$ cat config.mk
export PLATFORM = sky130hd
export DESIGN_NAME = kpe_front
export DESIGN_NICKNAME = d
export VERILOG_FILES = /design/src/rtl/keypad_event_engine_core_defines.svh /design/src/rtl/kpe_pkg.sv /design/src/rtl/kpe_front.sv
export SDC_FILE = /design/constraint.sdc
export NUM_CORES = 1
export LEC_CHECK = 0
export BUFFER_PORTS_ARGS = -buffer_cell sky130_fd_sc_hd__clkbuf_2
export CAP_MARGIN = 10
export CORE_ASPECT_RATIO = 1.1
export CORE_MARGIN = 4
export CORE_UTILIZATION = 35
export DETAILED_ROUTE_END_ITERATION = 6
export MAX_ROUTING_LAYER = met4
export PLACE_DENSITY_LB_ADDON = 0.3
export SYNTH_ARGS = -nofsm -noshare
export SYNTH_HDL_FRONTEND = slang
export SYNTH_SLANG_ARGS = --single-unit
export TNS_END_PERCENT = 50
$ cat constraint.sdc
create_clock -name vclk -period 1.9
set_clock_uncertainty 0.15 [all_clocks]
set_input_delay 0.285 -clock vclk [all_inputs]
set_output_delay 0.285 -clock vclk [all_outputs]
set_load 0.005 [all_outputs]
$ cat src/rtl/keypad_event_engine_core_defines.svh
// assertion macros of the keypad event engine rtl, used by the back end
`ifndef KEYPAD_EVENT_ENGINE_CORE_DEFINES_SVH
`define KEYPAD_EVENT_ENGINE_CORE_DEFINES_SVH

// same-cycle implication, checked outside reset
`define KPE_ASSERT_IMP(label, clk, rst_n, ante, cons) \
    label: assert property (@(posedge clk) disable iff (!rst_n) (ante) |-> (cons)) \
        else $error("keypad engine check failed");

// next-cycle implication, checked outside reset
`define KPE_ASSERT_NEXT(label, clk, rst_n, ante, cons) \
    label: assert property (@(posedge clk) disable iff (!rst_n) (ante) |=> (cons)) \
        else $error("keypad engine check failed");

`endif

$ cat src/rtl/kpe_pkg.sv
// types, constants and key tables of the keypad event engine
`default_nettype none

package kpe_pkg;

    localparam int COLUMNS     = 4;
    localparam int ROWS        = 5;
    localparam int TAP_ROW_LEN = 31;
    localparam int SCAN_W      = 20;
    localparam int MAP_SIZE    = 20;
    localparam int QUEUE_DEPTH = 2;

    // engine phases
    typedef enum logic [2:0] {
        PH_IDLE     = 3'd0,
        PH_DEBOUNCE = 3'd1,
        PH_PRESS    = 3'd2,
        PH_WAITLONG = 3'd3,
        PH_REPEAT   = 3'd4,
        PH_WAITREL  = 3'd5
    } phase_t;

    // event flags
    localparam logic [4:0] FL_DOWN    = 5'b00001;
    localparam logic [4:0] FL_UP      = 5'b00010;
    localparam logic [4:0] FL_PRESS   = 5'b00100;
    localparam logic [4:0] FL_LONG    = 5'b01000;
    localparam logic [4:0] FL_PREVIEW = 5'b10000;

    // key codes
    localparam logic [7:0] K_GREEN = 8'h0D;
    localparam logic [7:0] K_RED   = 8'h1B;
    localparam logic [7:0] K_UP    = 8'h13;
    localparam logic [7:0] K_DOWN  = 8'h14;
    localparam logic [7:0] K_LEFT  = 8'h15;
    localparam logic [7:0] K_RIGHT = 8'h16;
    localparam logic [7:0] K_STAR  = 8'h2A;
    localparam logic [7:0] K_HASH  = 8'h23;
    localparam logic [7:0] CH_ZERO = 8'h30;
    localparam logic [7:0] CH_NINE = 8'h39;

    localparam logic [3:0] TAP_STAR_ROW = 4'd11;
    localparam logic [5:0] TAP_FRESH    = 6'd63;

    // configuration register indexes
    localparam logic [1:0] REG_DEBOUNCE_POLLS   = 2'd0;
    localparam logic [1:0] REG_LONG_PRESS_MS    = 2'd1;
    localparam logic [1:0] REG_REPEAT_MS        = 2'd2;
    localparam logic [1:0] REG_ALPHA_TIMEOUT_MS = 2'd3;

    localparam logic [7:0]  RST_DEBOUNCE_POLLS   = 8'd4;
    localparam logic [15:0] RST_LONG_PRESS_MS    = 16'd5000;
    localparam logic [15:0] RST_REPEAT_MS        = 16'd5000;
    localparam logic [15:0] RST_ALPHA_TIMEOUT_MS = 16'd10000;

    // matrix position to key code, position c*ROWS+r
    localparam logic [7:0] KEY_ROM [MAP_SIZE] = '{
        8'h31, 8'h32, 8'h33, K_GREEN, K_RIGHT,
        8'h34, 8'h35, 8'h36, K_UP,    K_LEFT,
        8'h37, 8'h38, 8'h39, K_DOWN,  8'h00,
        K_STAR, 8'h30, K_HASH, K_RED, 8'h00
    };

    // decoded poll travelling from front to back
    typedef struct packed {
        logic              kind;
        logic [SCAN_W-1:0] scancode;
        logic              alpha_enable;
        logic [7:0]        elapsed_ms;
        logic              key_valid;
        logic [7:0]        code;
    } kpe_item_t;

    // configuration write
    typedef struct packed {
        logic        valid;
        logic [1:0]  index;
        logic [15:0] data;
    } kpe_cfg_wr_t;

    // multi-tap character rom, rows 1 to 11, 0 outside a row
    function automatic logic [7:0] tap_char(input logic [3:0] row, input logic [5:0] idx);
        logic [255:0] bits;
        int unsigned  len;
        logic [7:0]   ch;
        bits = '0;
        len  = 0;
        ch   = '0;
        case (row)
            4'd1:    begin bits = 256'("0 ");        len = 2;  end
            4'd2:    begin
                bits = 256'({"1.!,@-:?()~/[]#<>=*+$%'", 8'h60, "&|_^{}"});
                len  = 30;
            end
            4'd3:    begin bits = 256'("abc2ABC");   len = 7;  end
            4'd4:    begin bits = 256'("def3DEF");   len = 7;  end
            4'd5:    begin bits = 256'("ghi4GHI");   len = 7;  end
            4'd6:    begin bits = 256'("jkl5JKL");   len = 7;  end
            4'd7:    begin bits = 256'("mno6MNO");   len = 7;  end
            4'd8:    begin bits = 256'("pqrs7PQRS"); len = 9;  end
            4'd9:    begin bits = 256'("tuv8TUV");   len = 7;  end
            4'd10:   begin bits = 256'("wxyz9WXYZ"); len = 9;  end
            4'd11:   begin bits = 256'("*");         len = 1;  end
            default: begin bits = '0;                len = 0;  end
        endcase
        if (idx < len && idx < TAP_ROW_LEN) begin
            ch = bits[(len - 1 - idx) * 8 +: 8];
        end
        return ch;
    endfunction

endpackage

`default_nettype wire

$ cat src/rtl/kpe_front.sv
// front end: matrix decode and classification of one poll
`default_nettype none

module kpe_front (
    input  wire logic                      kind,
    input  wire logic [kpe_pkg::SCAN_W-1:0] scancode,
    input  wire logic                      alpha_enable,
    input  wire logic [7:0]                elapsed_ms,
    output kpe_pkg::kpe_item_t             item
);
    import kpe_pkg::*;

    logic       single;
    logic [7:0] code;

    // one pressed key or none is valid
    assign single = (scancode != '0) && ((scancode & (scancode - 1'b1)) == '0);

    // last set position in scan order wins, as the code of a multi-key scan
    always_comb
    begin
        code = '0;
        for (int c = 0; c < COLUMNS; c++)
        begin
            for (int r = 0; r < ROWS; r++)
            begin
                if (c * ROWS + r < SCAN_W && c * ROWS + r < MAP_SIZE)
                begin
                    if (scancode[c * ROWS + r])
                    begin
                        code = KEY_ROM[c * ROWS + r];
                    end
                end
            end
        end
    end

    always_comb
    begin
        item.kind         = kind;
        item.scancode     = scancode;
        item.alpha_enable = alpha_enable;
        item.elapsed_ms   = elapsed_ms;
        item.key_valid    = single || (scancode == '0);
        item.code         = code;
    end

endmodule

`default_nettype wire

==> summary.txt <==
STA
  – Final hold vios: 0
  – Fmax: roughly 440 MHz
  – Endpoints failing setup: 4
  – Post-route fraction of the period consumed by the critical path: 1.20
  – Final critical-path setup slack: -0.380 ns
  – Count of final max-slew check failures: 0
  – Final period demand of the worst path: between 2 and 2.5 ns
  – Accumulated negative setup slack: -0.685 ns
  – Setup repair after global routing missed its margin: true
  – Smallest hold slack: 0.420 ns

Flow run
  – Max-Cap Viols: 0

Pwr
  – Combinational share of power: 1.000
  – P_sw: around 0.00012 W
  – Leakage power: roughly 0.54 nW
  – Proportion of power drawn by the clock network: 0
  – Proportion of total power due to net switching: 0.504
  – P per Cell Area: about 190 mW/mm^2
  – Peak supply drop: roughly 110 uV
  – Internal Power: around 0.00012 W
  – Sequential power share: 0

Floorplanning
  – Width of the die: ~51 um
  – Core area: about 0.002 mm^2
  – Overall die height: 55.8 um
  – Initial standard-cell utilization of the core: 0.363
  – Full die area: around 0.0029 mm^2
  – # IOs: approximately 70
  – Number of placement rows: 17

Route
  – DR DRC count: 0
  – Number of nets still failing antenna checks after routing: 0
  – Post-detailed-routing wire length: 2590 um
  – Total vias in the final route: slightly above 1,000
  – WL per Instance: between 10 and 15 um
  – Routed vias/inst: 5.13
  – First DRT Iteration DRCs: 16
  – Number of search-and-repair iterations in the first detailed-routing pass: 4

Finish
  – Final Net Count: 201
  – Antenna Cells: 0
  – Share of post-route cells with drive strength above 1: 0.615
  – Area growth from synthesis to final layout: 68.1%
  – Layout Cell Area excl Fill: roughly 0.0012 mm^2
  – Register area: 0 um^2
  – Clock buffer count: 0
  – Number of flip-flops and latches: 0

Hold path
  – Path category of the worst min-delay check: in2out
  – Min-Delay Path Depth: 0

Yosys
  – Sequential area share after synthesis: 0
  – Count of unique library cells instantiated by Yosys: 31
  – Synthesized area: 726 um^2
  – Number of warnings printed during yosys synthesis: 0
  – Count of mapped cells out of synthesis: between 100 and 150
  – Avg Cell Area, Syn: 6.10 um^2

Global route
  – Overflow left after global routing: 0
  – Overall track demand over capacity in global routing: 0.168
  – Wire length of the first global-routing pass: roughly 4000 um
  – Largest net degree at the start of global routing: 11
  – Number of global-route vias before repair: approximately 950
  – Number of antenna violations at the first check in global routing: 0

Worst setup path
  – CP Data Required Time: about 1.5 ns
  – Type of the worst setup path: in2out
  – Kind of start point of the critical path: input pin
  – Critical path peak fanout: 6
  – Worst EP arrival: 1.85 ns
  – Crit. End Element: output pin

Outcome
  – Result of the run: complete, but fails checks
  – Failing checks: setup timing

Placed design
  – Area after detailed placement: 990 um^2
  – Weighted congestion reported at the end of routability-driven placement: roughly 0.85
  – Detail Placement HPWL: ~2000 um
  – Port Buffers: 47

Clock tree
  – Quantity of hold-fixing buffers added after cts: 0
==> path summary, 6_finish.rpt <==
path / start / endpoint / slack [ns]
max: scancode[0] / item[8] / -0.38
min: elapsed_ms[4] / item[13] / 0.42
==> area by class of cell <==
cell class | instances | area [um^2]
Fill cell | 198 | 779
Inverter | 2 | 7.51
Multi-Input combinational cell | 82 | 604
Tap cell | 28 | 35.0
Timing Repair Buffer | 85 | 573
==> layer usage <==
metal / part of all wire / GRT usage / vias up
met3: 0.086 / 0.0241 / 4
met2: 0.54 / 0.325 / 48
met5: 0 / - / -
met1: 0.36 / 0.179 / 465
met4: 0.012 / 0.0187 / 0
li1: - / - / 494
==> power by group through the flow <==
stage / registers, W / logic [W] / clock network (W)
2_1_floorplan: 0 / 0.000110 / 0
3_3_place_gp: 0 / 0.000186 / 0
3_5_place_dp: 0 / 0.000189 / 0
4_1_cts: 0 / 0.000212 / 0
5_1_grt: 0 / 0.000253 / 0
6_report: 0 / 0.000233 / 0
==> Yosys cell counts, drive strengths merged, types with 2 or more instances <==
| cell | n | area share |
|---|---|---|
| buf | 33 | 0.34 |
| clkbuf | 3 | 0.016 |
| nor2 | 18 | 0.097 |
| maj3 | 2 | 0.029 |
| nor3 | 13 | 0.12 |
| nand3 | 3 | 0.028 |
| inv | 2 | 0.010 |
| a2111oi | 3 | 0.036 |
| a211oi | 2 | 0.021 |
| nor4 | 6 | 0.052 |
| o21ai | 11 | 0.076 |
| nand2 | 4 | 0.021 |
| a21oi | 8 | 0.055 |
==> cells by family after synthesis <==
kind of cell	count (synthesis)	share of synthesized area
adder cells (fa/ha/maj)	2	0.0293
buffers and inverters	38	0.362
other	1	0.00517
AND/OR/NAND/NOR	49	0.364
AO/OA/AOI/OAI	29	0.240
==> cells in the final DEF (no fill, tap or decap), drive strengths merged <==
master / count
nor4: 6
buf: 44
and3: 1
a21boi: 1
maj3: 2
clkbuf: 41
or3b: 1
nor2: 18
a221oi: 1
or3: 1
nand3: 3
a2111oi: 3
nor3: 13
nand3b: 1
nand2b: 1
o21ai: 11
inv: 2
a211oi: 2
o31ai: 1
a31oi: 1
conb: 2
nand2: 4
a21oi: 8
o21bai: 1
==> worst max-delay path, cell delays in order <==
cell and delay, ns:
sky130_fd_sc_hd__buf_8 0.10, sky130_fd_sc_hd__nor3_4 0.27, sky130_fd_sc_hd__nand3_4 0.14, sky130_fd_sc_hd__buf_4 0.16
sky130_fd_sc_hd__o21ai_0 0.17, sky130_fd_sc_hd__a21oi_1 0.13, sky130_fd_sc_hd__a2111oi_2 0.29, sky130_fd_sc_hd__and3_1 0.19
sky130_fd_sc_hd__buf_2 0.11
==> what timing repair did <==
| action | in CTS | in global routing |
|---|---|---|
| setup buffers | 3 | 3 |
| resized for setup | 18 | 24 |
| pin swaps | 13 | 10 |
| setup endpoints to repair | 6 | 7 |
==> per-stage QoR <==
step / utilization / std cells / total power [W] / setup slack, ns
after floorplan: - / 120 / 0.000110 / -0.0735
after global placement: 0.495 / 191 / 0.000186 / -0.395
after detailed placement: 0.495 / 191 / 0.000189 / -0.491
after CTS: 0.557 / 194 / 0.000212 / -0.355
after global routing: 0.610 / 197 / 0.000253 / -0.495
final: 0.610 / 197 / 0.000233 / -0.380
Power figures use the tool's default switching activity.
