**src/rtl/keypad_event_engine_core_defines.svh**
```systemverilog
// assertion macros of the keypad event engine rtl, used by the back end
`ifndef KEYPAD_EVENT_ENGINE_CORE_DEFINES_SVH
`define KEYPAD_EVENT_ENGINE_CORE_DEFINES_SVH

// same-cycle implication, checked outside reset
`define KPE_ASSERT_IMP(label, clk, rst_n, ante, cons) \
    label: assert property (@(posedge clk) disable iff (!rst_n) (ante) |-> (cons)) \
        else $error("keypad engine check failed");

// next-cycle implication, checked outside reset
`define KPE_ASSERT_NEXT(label, clk, rst_n, ante, cons) \
    label: assert property (@(posedge clk) disable iff (!rst_n) (ante) |=> (cons)) \
        else $error("keypad engine check failed");

`endif

```
**src/rtl/kpe_pkg.sv**
```systemverilog
// types, constants and key tables of the keypad event engine
`default_nettype none

package kpe_pkg;

    localparam int COLUMNS     = 4;
    localparam int ROWS        = 5;
    localparam int TAP_ROW_LEN = 31;
    localparam int SCAN_W      = 20;
    localparam int MAP_SIZE    = 20;
    localparam int QUEUE_DEPTH = 2;

    // engine phases
    typedef enum logic [2:0] {
        PH_IDLE     = 3'd0,
        PH_DEBOUNCE = 3'd1,
        PH_PRESS    = 3'd2,
        PH_WAITLONG = 3'd3,
        PH_REPEAT   = 3'd4,
        PH_WAITREL  = 3'd5
    } phase_t;

    // event flags
    localparam logic [4:0] FL_DOWN    = 5'b00001;
    localparam logic [4:0] FL_UP      = 5'b00010;
    localparam logic [4:0] FL_PRESS   = 5'b00100;
    localparam logic [4:0] FL_LONG    = 5'b01000;
    localparam logic [4:0] FL_PREVIEW = 5'b10000;

    // key codes
    localparam logic [7:0] K_GREEN = 8'h0D;
    localparam logic [7:0] K_RED   = 8'h1B;
    localparam logic [7:0] K_UP    = 8'h13;
    localparam logic [7:0] K_DOWN  = 8'h14;
    localparam logic [7:0] K_LEFT  = 8'h15;
    localparam logic [7:0] K_RIGHT = 8'h16;
    localparam logic [7:0] K_STAR  = 8'h2A;
    localparam logic [7:0] K_HASH  = 8'h23;
    localparam logic [7:0] CH_ZERO = 8'h30;
    localparam logic [7:0] CH_NINE = 8'h39;

    localparam logic [3:0] TAP_STAR_ROW = 4'd11;
    localparam logic [5:0] TAP_FRESH    = 6'd63;

    // configuration register indexes
    localparam logic [1:0] REG_DEBOUNCE_POLLS   = 2'd0;
    localparam logic [1:0] REG_LONG_PRESS_MS    = 2'd1;
    localparam logic [1:0] REG_REPEAT_MS        = 2'd2;
    localparam logic [1:0] REG_ALPHA_TIMEOUT_MS = 2'd3;

    localparam logic [7:0]  RST_DEBOUNCE_POLLS   = 8'd4;
    localparam logic [15:0] RST_LONG_PRESS_MS    = 16'd5000;
    localparam logic [15:0] RST_REPEAT_MS        = 16'd5000;
    localparam logic [15:0] RST_ALPHA_TIMEOUT_MS = 16'd10000;

    // matrix position to key code, position c*ROWS+r
    localparam logic [7:0] KEY_ROM [MAP_SIZE] = '{
        8'h31, 8'h32, 8'h33, K_GREEN, K_RIGHT,
        8'h34, 8'h35, 8'h36, K_UP,    K_LEFT,
        8'h37, 8'h38, 8'h39, K_DOWN,  8'h00,
        K_STAR, 8'h30, K_HASH, K_RED, 8'h00
    };

    // decoded poll travelling from front to back
    typedef struct packed {
        logic              kind;
        logic [SCAN_W-1:0] scancode;
        logic              alpha_enable;
        logic [7:0]        elapsed_ms;
        logic              key_valid;
        logic [7:0]        code;
    } kpe_item_t;

    // configuration write
    typedef struct packed {
        logic        valid;
        logic [1:0]  index;
        logic [15:0] data;
    } kpe_cfg_wr_t;

    // multi-tap character rom, rows 1 to 11, 0 outside a row
    function automatic logic [7:0] tap_char(input logic [3:0] row, input logic [5:0] idx);
        logic [255:0] bits;
        int unsigned  len;
        logic [7:0]   ch;
        bits = '0;
        len  = 0;
        ch   = '0;
        case (row)
            4'd1:    begin bits = 256'("0 ");        len = 2;  end
            4'd2:    begin
                bits = 256'({"1.!,@-:?()~/[]#<>=*+$%'", 8'h60, "&|_^{}"});
                len  = 30;
            end
            4'd3:    begin bits = 256'("abc2ABC");   len = 7;  end
            4'd4:    begin bits = 256'("def3DEF");   len = 7;  end
            4'd5:    begin bits = 256'("ghi4GHI");   len = 7;  end
            4'd6:    begin bits = 256'("jkl5JKL");   len = 7;  end
            4'd7:    begin bits = 256'("mno6MNO");   len = 7;  end
            4'd8:    begin bits = 256'("pqrs7PQRS"); len = 9;  end
            4'd9:    begin bits = 256'("tuv8TUV");   len = 7;  end
            4'd10:   begin bits = 256'("wxyz9WXYZ"); len = 9;  end
            4'd11:   begin bits = 256'("*");         len = 1;  end
            default: begin bits = '0;                len = 0;  end
        endcase
        if (idx < len && idx < TAP_ROW_LEN) begin
            ch = bits[(len - 1 - idx) * 8 +: 8];
        end
        return ch;
    endfunction

endpackage

`default_nettype wire

```
**src/rtl/kpe_fifo.sv**
```systemverilog
// short queue of decoded polls between front and back
`default_nettype none

module kpe_fifo (
    input  wire logic          clk,
    input  wire logic          rst_n,
    input  wire logic          push,
    input  kpe_pkg::kpe_item_t push_item,
    input  wire logic          pop,
    output kpe_pkg::kpe_item_t head_item,
    output logic               head_valid,
    output logic               full
);
    import kpe_pkg::*;

    localparam int PTR_W = (QUEUE_DEPTH > 1) ? $clog2(QUEUE_DEPTH) : 1;
    localparam int CNT_W = $clog2(QUEUE_DEPTH + 1);

    kpe_item_t        mem_reg [QUEUE_DEPTH];
    logic [PTR_W-1:0] wr_ptr_reg, wr_ptr_next;
    logic [PTR_W-1:0] rd_ptr_reg, rd_ptr_next;
    logic [CNT_W-1:0] count_reg, count_next;

    function automatic logic [PTR_W-1:0] ptr_inc(input logic [PTR_W-1:0] p);
        return (p == PTR_W'(QUEUE_DEPTH - 1)) ? '0 : p + 1'b1;
    endfunction

    always_comb
    begin
        wr_ptr_next = push ? ptr_inc(wr_ptr_reg) : wr_ptr_reg;
        rd_ptr_next = pop ? ptr_inc(rd_ptr_reg) : rd_ptr_reg;
        count_next  = count_reg;
        if (push && !pop)
        begin
            count_next = count_reg + 1'b1;
        end
        else if (pop && !push)
        begin
            count_next = count_reg - 1'b1;
        end
    end

    always_ff @(posedge clk or negedge rst_n)
    begin
        if (!rst_n)
        begin
            wr_ptr_reg <= '0;
            rd_ptr_reg <= '0;
            count_reg  <= '0;
        end
        else
        begin
            wr_ptr_reg <= wr_ptr_next;
            rd_ptr_reg <= rd_ptr_next;
            count_reg  <= count_next;
        end
    end

    always_ff @(posedge clk)
    begin
        if (push)
        begin
            mem_reg[wr_ptr_reg] <= push_item;
        end
    end

    assign head_item  = mem_reg[rd_ptr_reg];
    assign head_valid = (count_reg != '0);
    assign full       = (count_reg == CNT_W'(QUEUE_DEPTH));

endmodule

`default_nettype wire

```
**config.mk**
```make
export PLATFORM = sky130hd
export DESIGN_NAME = kpe_fifo
export DESIGN_NICKNAME = d
export VERILOG_FILES = /design/src/rtl/keypad_event_engine_core_defines.svh /design/src/rtl/kpe_pkg.sv /design/src/rtl/kpe_fifo.sv
export SDC_FILE = /design/constraint.sdc
export NUM_CORES = 1
export LEC_CHECK = 0
export BUFFER_PORTS_ARGS = -buffer_cell sky130_fd_sc_hd__buf_2
export CAP_MARGIN = 30
export CORE_ASPECT_RATIO = 1.75
export CORE_UTILIZATION = 55
export DETAILED_ROUTE_END_ITERATION = 10
export HOLD_SLACK_MARGIN = 0.08
export PLACE_DENSITY = 0.83
export SLEW_MARGIN = 5
export SYNTH_ARGS = -nofsm -noshare
export SYNTH_HDL_FRONTEND = slang
export SYNTH_SLANG_ARGS = --single-unit
```
**constraint.sdc**
```tcl
create_clock -name clk -period 6.4 [get_ports clk]
set_clock_uncertainty 0.15 [all_clocks]
set_input_delay 0.96 -clock clk [delete_from_list [all_inputs] [get_ports clk]]
set_output_delay 0.96 -clock clk [all_outputs]
set_load 0.005 [all_outputs]
```
==> out/metrics.cfg <==
[clocking]
post-cts-setup-buffers=0
cts_tree=built
clock_path_buffers=2
cts_sinks=82
cts_resized=0
insertion_delay_ps=330
cts_buffers=9
root_buffer=clkbuf_8
cts_hold_buf=0
path_clk_slew_ps=70
htreeDepth=3

[timing]
finalCriticalPeriod_ps=2954
finalSetupTns_ps=0
setup_violations=0
final.period_utilization=0.4615
fin_ws_ps=3446
slew_headroom=0.3806
maxSlewViolCount=0
worstMarginPinSlew_ps=929.1
fin_hold_ws_ps=265.2
rsz0062_at_grt=no
finalHoldViolCount=0
fmax_ghz=0.3386

[worst_hold_path]
worstHoldPathType=in -> async

[yosys]
synthesis.nets=181
synth.top_cells.by_count=edfxtp_1 (78), mux2_2 (39), buf_6 (4), dfrtp_1 (4), xor2_1 (4)
yosys_warnings=0
yosys.area.top_type_share=0.7768
synth_seq_cells=82
yosysMostFrequentCell=edfxtp_1
synthTopCellsByArea=edfxtp_1 (78%), mux2_2 (15%), dfrtp_1 (3.3%), buf_6 (1.5%), xor2_1 (1.2%)
avgSynthCellArea_um2=22.01
synthFlopType=edfxtp_1
postSynthCellCount=137
async_reset_ff_frac=0.04878
ys_types=12
seq_area_frac_synth=0.8100
synth_edf_count=78
synth_top_area_cell=edfxtp_1
synthesis.area_um2=3015

[routing]
routed_wl_mm=4.681
ant_nets=0
via_per_inst=5.220
route.detailed.drc=4
drt_iter0_markers=56
num_vias=1498
drtPass1Iterations=7
wl_per_cell_um=16.31

[placed_design]
dp_hpwl_mm=3.014
placed_area_um2=3492
gp_congestion=0.7074
pre_cts_slack_ps=3772
port_buffers=83
dp.cells=272

[status]
violations=DRC
status=finished, violations left

[critical_path]
r2r_slack_ps=4640
r2r-start=wr_ptr_reg$_DFFE_PN0P_
cp_cell_sequence=mux2_2 > buf_2
end_kind=output port
cp.depth=2
cp-start-kind=flop
critPathSlowestCell=dfrtp_2
cp_top_family=flip-flops
critical_path_class=reg -> out
critPathBufInv=1
max_stage_delay_ps=950
ff2ff_path_depth=1
crit_fanout=40
crit_required_ps=5290
worstPathArrival_ps=1840
r2r-end=mem_reg[1][5]$_DFFE_PP_

[power_and_ir_drop]
combPwrFrac=0.236
p_sw_uw=393.4
switching_share=0.2555
peakVddDrop_mv=0.2333
clockPowerShare=0.249
seqPwrFrac=0.515
powerDensity_nw_per_um2=416.1
internal_power_mw=1.146
p_leak_nw=1.418

[layout]
nets=272
final_cell_area_um2=3700
largest_reg_flops=78
area_growth_pct=22.70
num-fill-cells=380
layout-drive-gt1-share=0.6078
antenna_cells=0
finalNonFillerCells=287

[grt]
antenna_found_initial=0
use_met1=0.1708
grt_pass1_wl_mm=7.120
grt_pass1_vias=1632
grt_use_met3=0.06701
grt_usage=0.1750
gr-max-usage-layer=met2
grt_use_met2=0.3042
grt_max_degree=41
overflow=0

[floorplanning]
initial_utilization=0.5738
die_h_um=99.95
floorplan.die.width_um=57.97
rows=35
ios=84
core_area_um2=5255
fp.dieArea_um2=5794

[flow_run]
drv_cap=0

==> cells in the final DEF, fill, tap and decap left out <==
cell / instances
edfxtp_1: 78
clkinvlp_4: 2
nor2b_1: 1
clkbuf_8: 9
ha_1: 1
buf_16: 1
dfrtp_1: 3
xnor2_1: 1
or2_2: 1
xor2_1: 4
clkinv_2: 1
bufinv_16: 2
inv_1: 1
nor2_1: 1
buf_2: 83
clkbuf_1: 1
dfrtp_2: 1
nor2b_4: 1
and2_2: 1
mux2_2: 39
==> power by group through the flow <==
stage                     combinational [mW]  sequential [mW]  clock [mW]
after CTS                              0.370            0.795       0.394
after floorplan                        0.267            0.753           0
after detailed placement               0.368            0.807           0
after global placement                 0.353            0.802           0
final                                  0.364            0.792       0.384
after global routing                   0.393            0.807       0.416
==> logic make-up after synthesis <==
kind of cell,Yosys count,synth area share
XOR/XNOR,5,0.01452
adder cells (fa/ha/maj),1,0.004149
buffers and inverters,5,0.01618
flip-flops,82,0.8100
multiplexers,39,0.1456
AND/OR/NAND/NOR,5,0.009544
==> layer usage <==
| layer | vias to the layer above | wire length, um |
|---|---|---|
| met5 | - | 0 |
| met4 | 0 | 78 |
| met3 | 6 | 268 |
| met2 | 48 | 2676 |
| met1 | 731 | 1657 |
| li1 | 713 | - |
==> through the flow <==
step           utilization  power, mW
3_5_place_dp        0.6645      1.175
4_1_cts             0.7040      1.559
2_1_floorplan            -      1.021
3_3_place_gp        0.6593      1.156
5_1_grt             0.7040      1.616
6_report            0.7040      1.539
==> worst max-delay path by stage <==
| stage | startpoint | to | slack (ps) |
|---|---|---|---|
| 2_1_floorplan | push | mem_reg[0][0]$_DFFE_PP_ | 3100 |
| 3_3_place_gp | rd_ptr_reg$_DFFE_PN0P_ | head_item[15] | 3750 |
| 3_5_place_dp | rd_ptr_reg$_DFFE_PN0P_ | head_item[14] | 3770 |
| 4_1_cts | rd_ptr_reg$_DFFE_PN0P_ | head_item[24] | 3390 |
| 5_1_grt | rd_ptr_reg$_DFFE_PN0P_ | head_item[24] | 3310 |
| 6_report | rd_ptr_reg$_DFFE_PN0P_ | head_item[24] | 3450 |
==> cell type report <==
class	instances	area, um2	area share
Sequential cell	82	2444	0.6605
Multi-Input combinational cell	50	533.0	0.1441
Timing Repair Buffer	84	442.9	0.1197
Clock buffer	10	127.6	0.03449
Clock inverter	5	80.08	0.02164
Tap cell	55	68.82	0.01860
Inverter	1	3.754	0.001015
(Power assumes the default switching activity.)
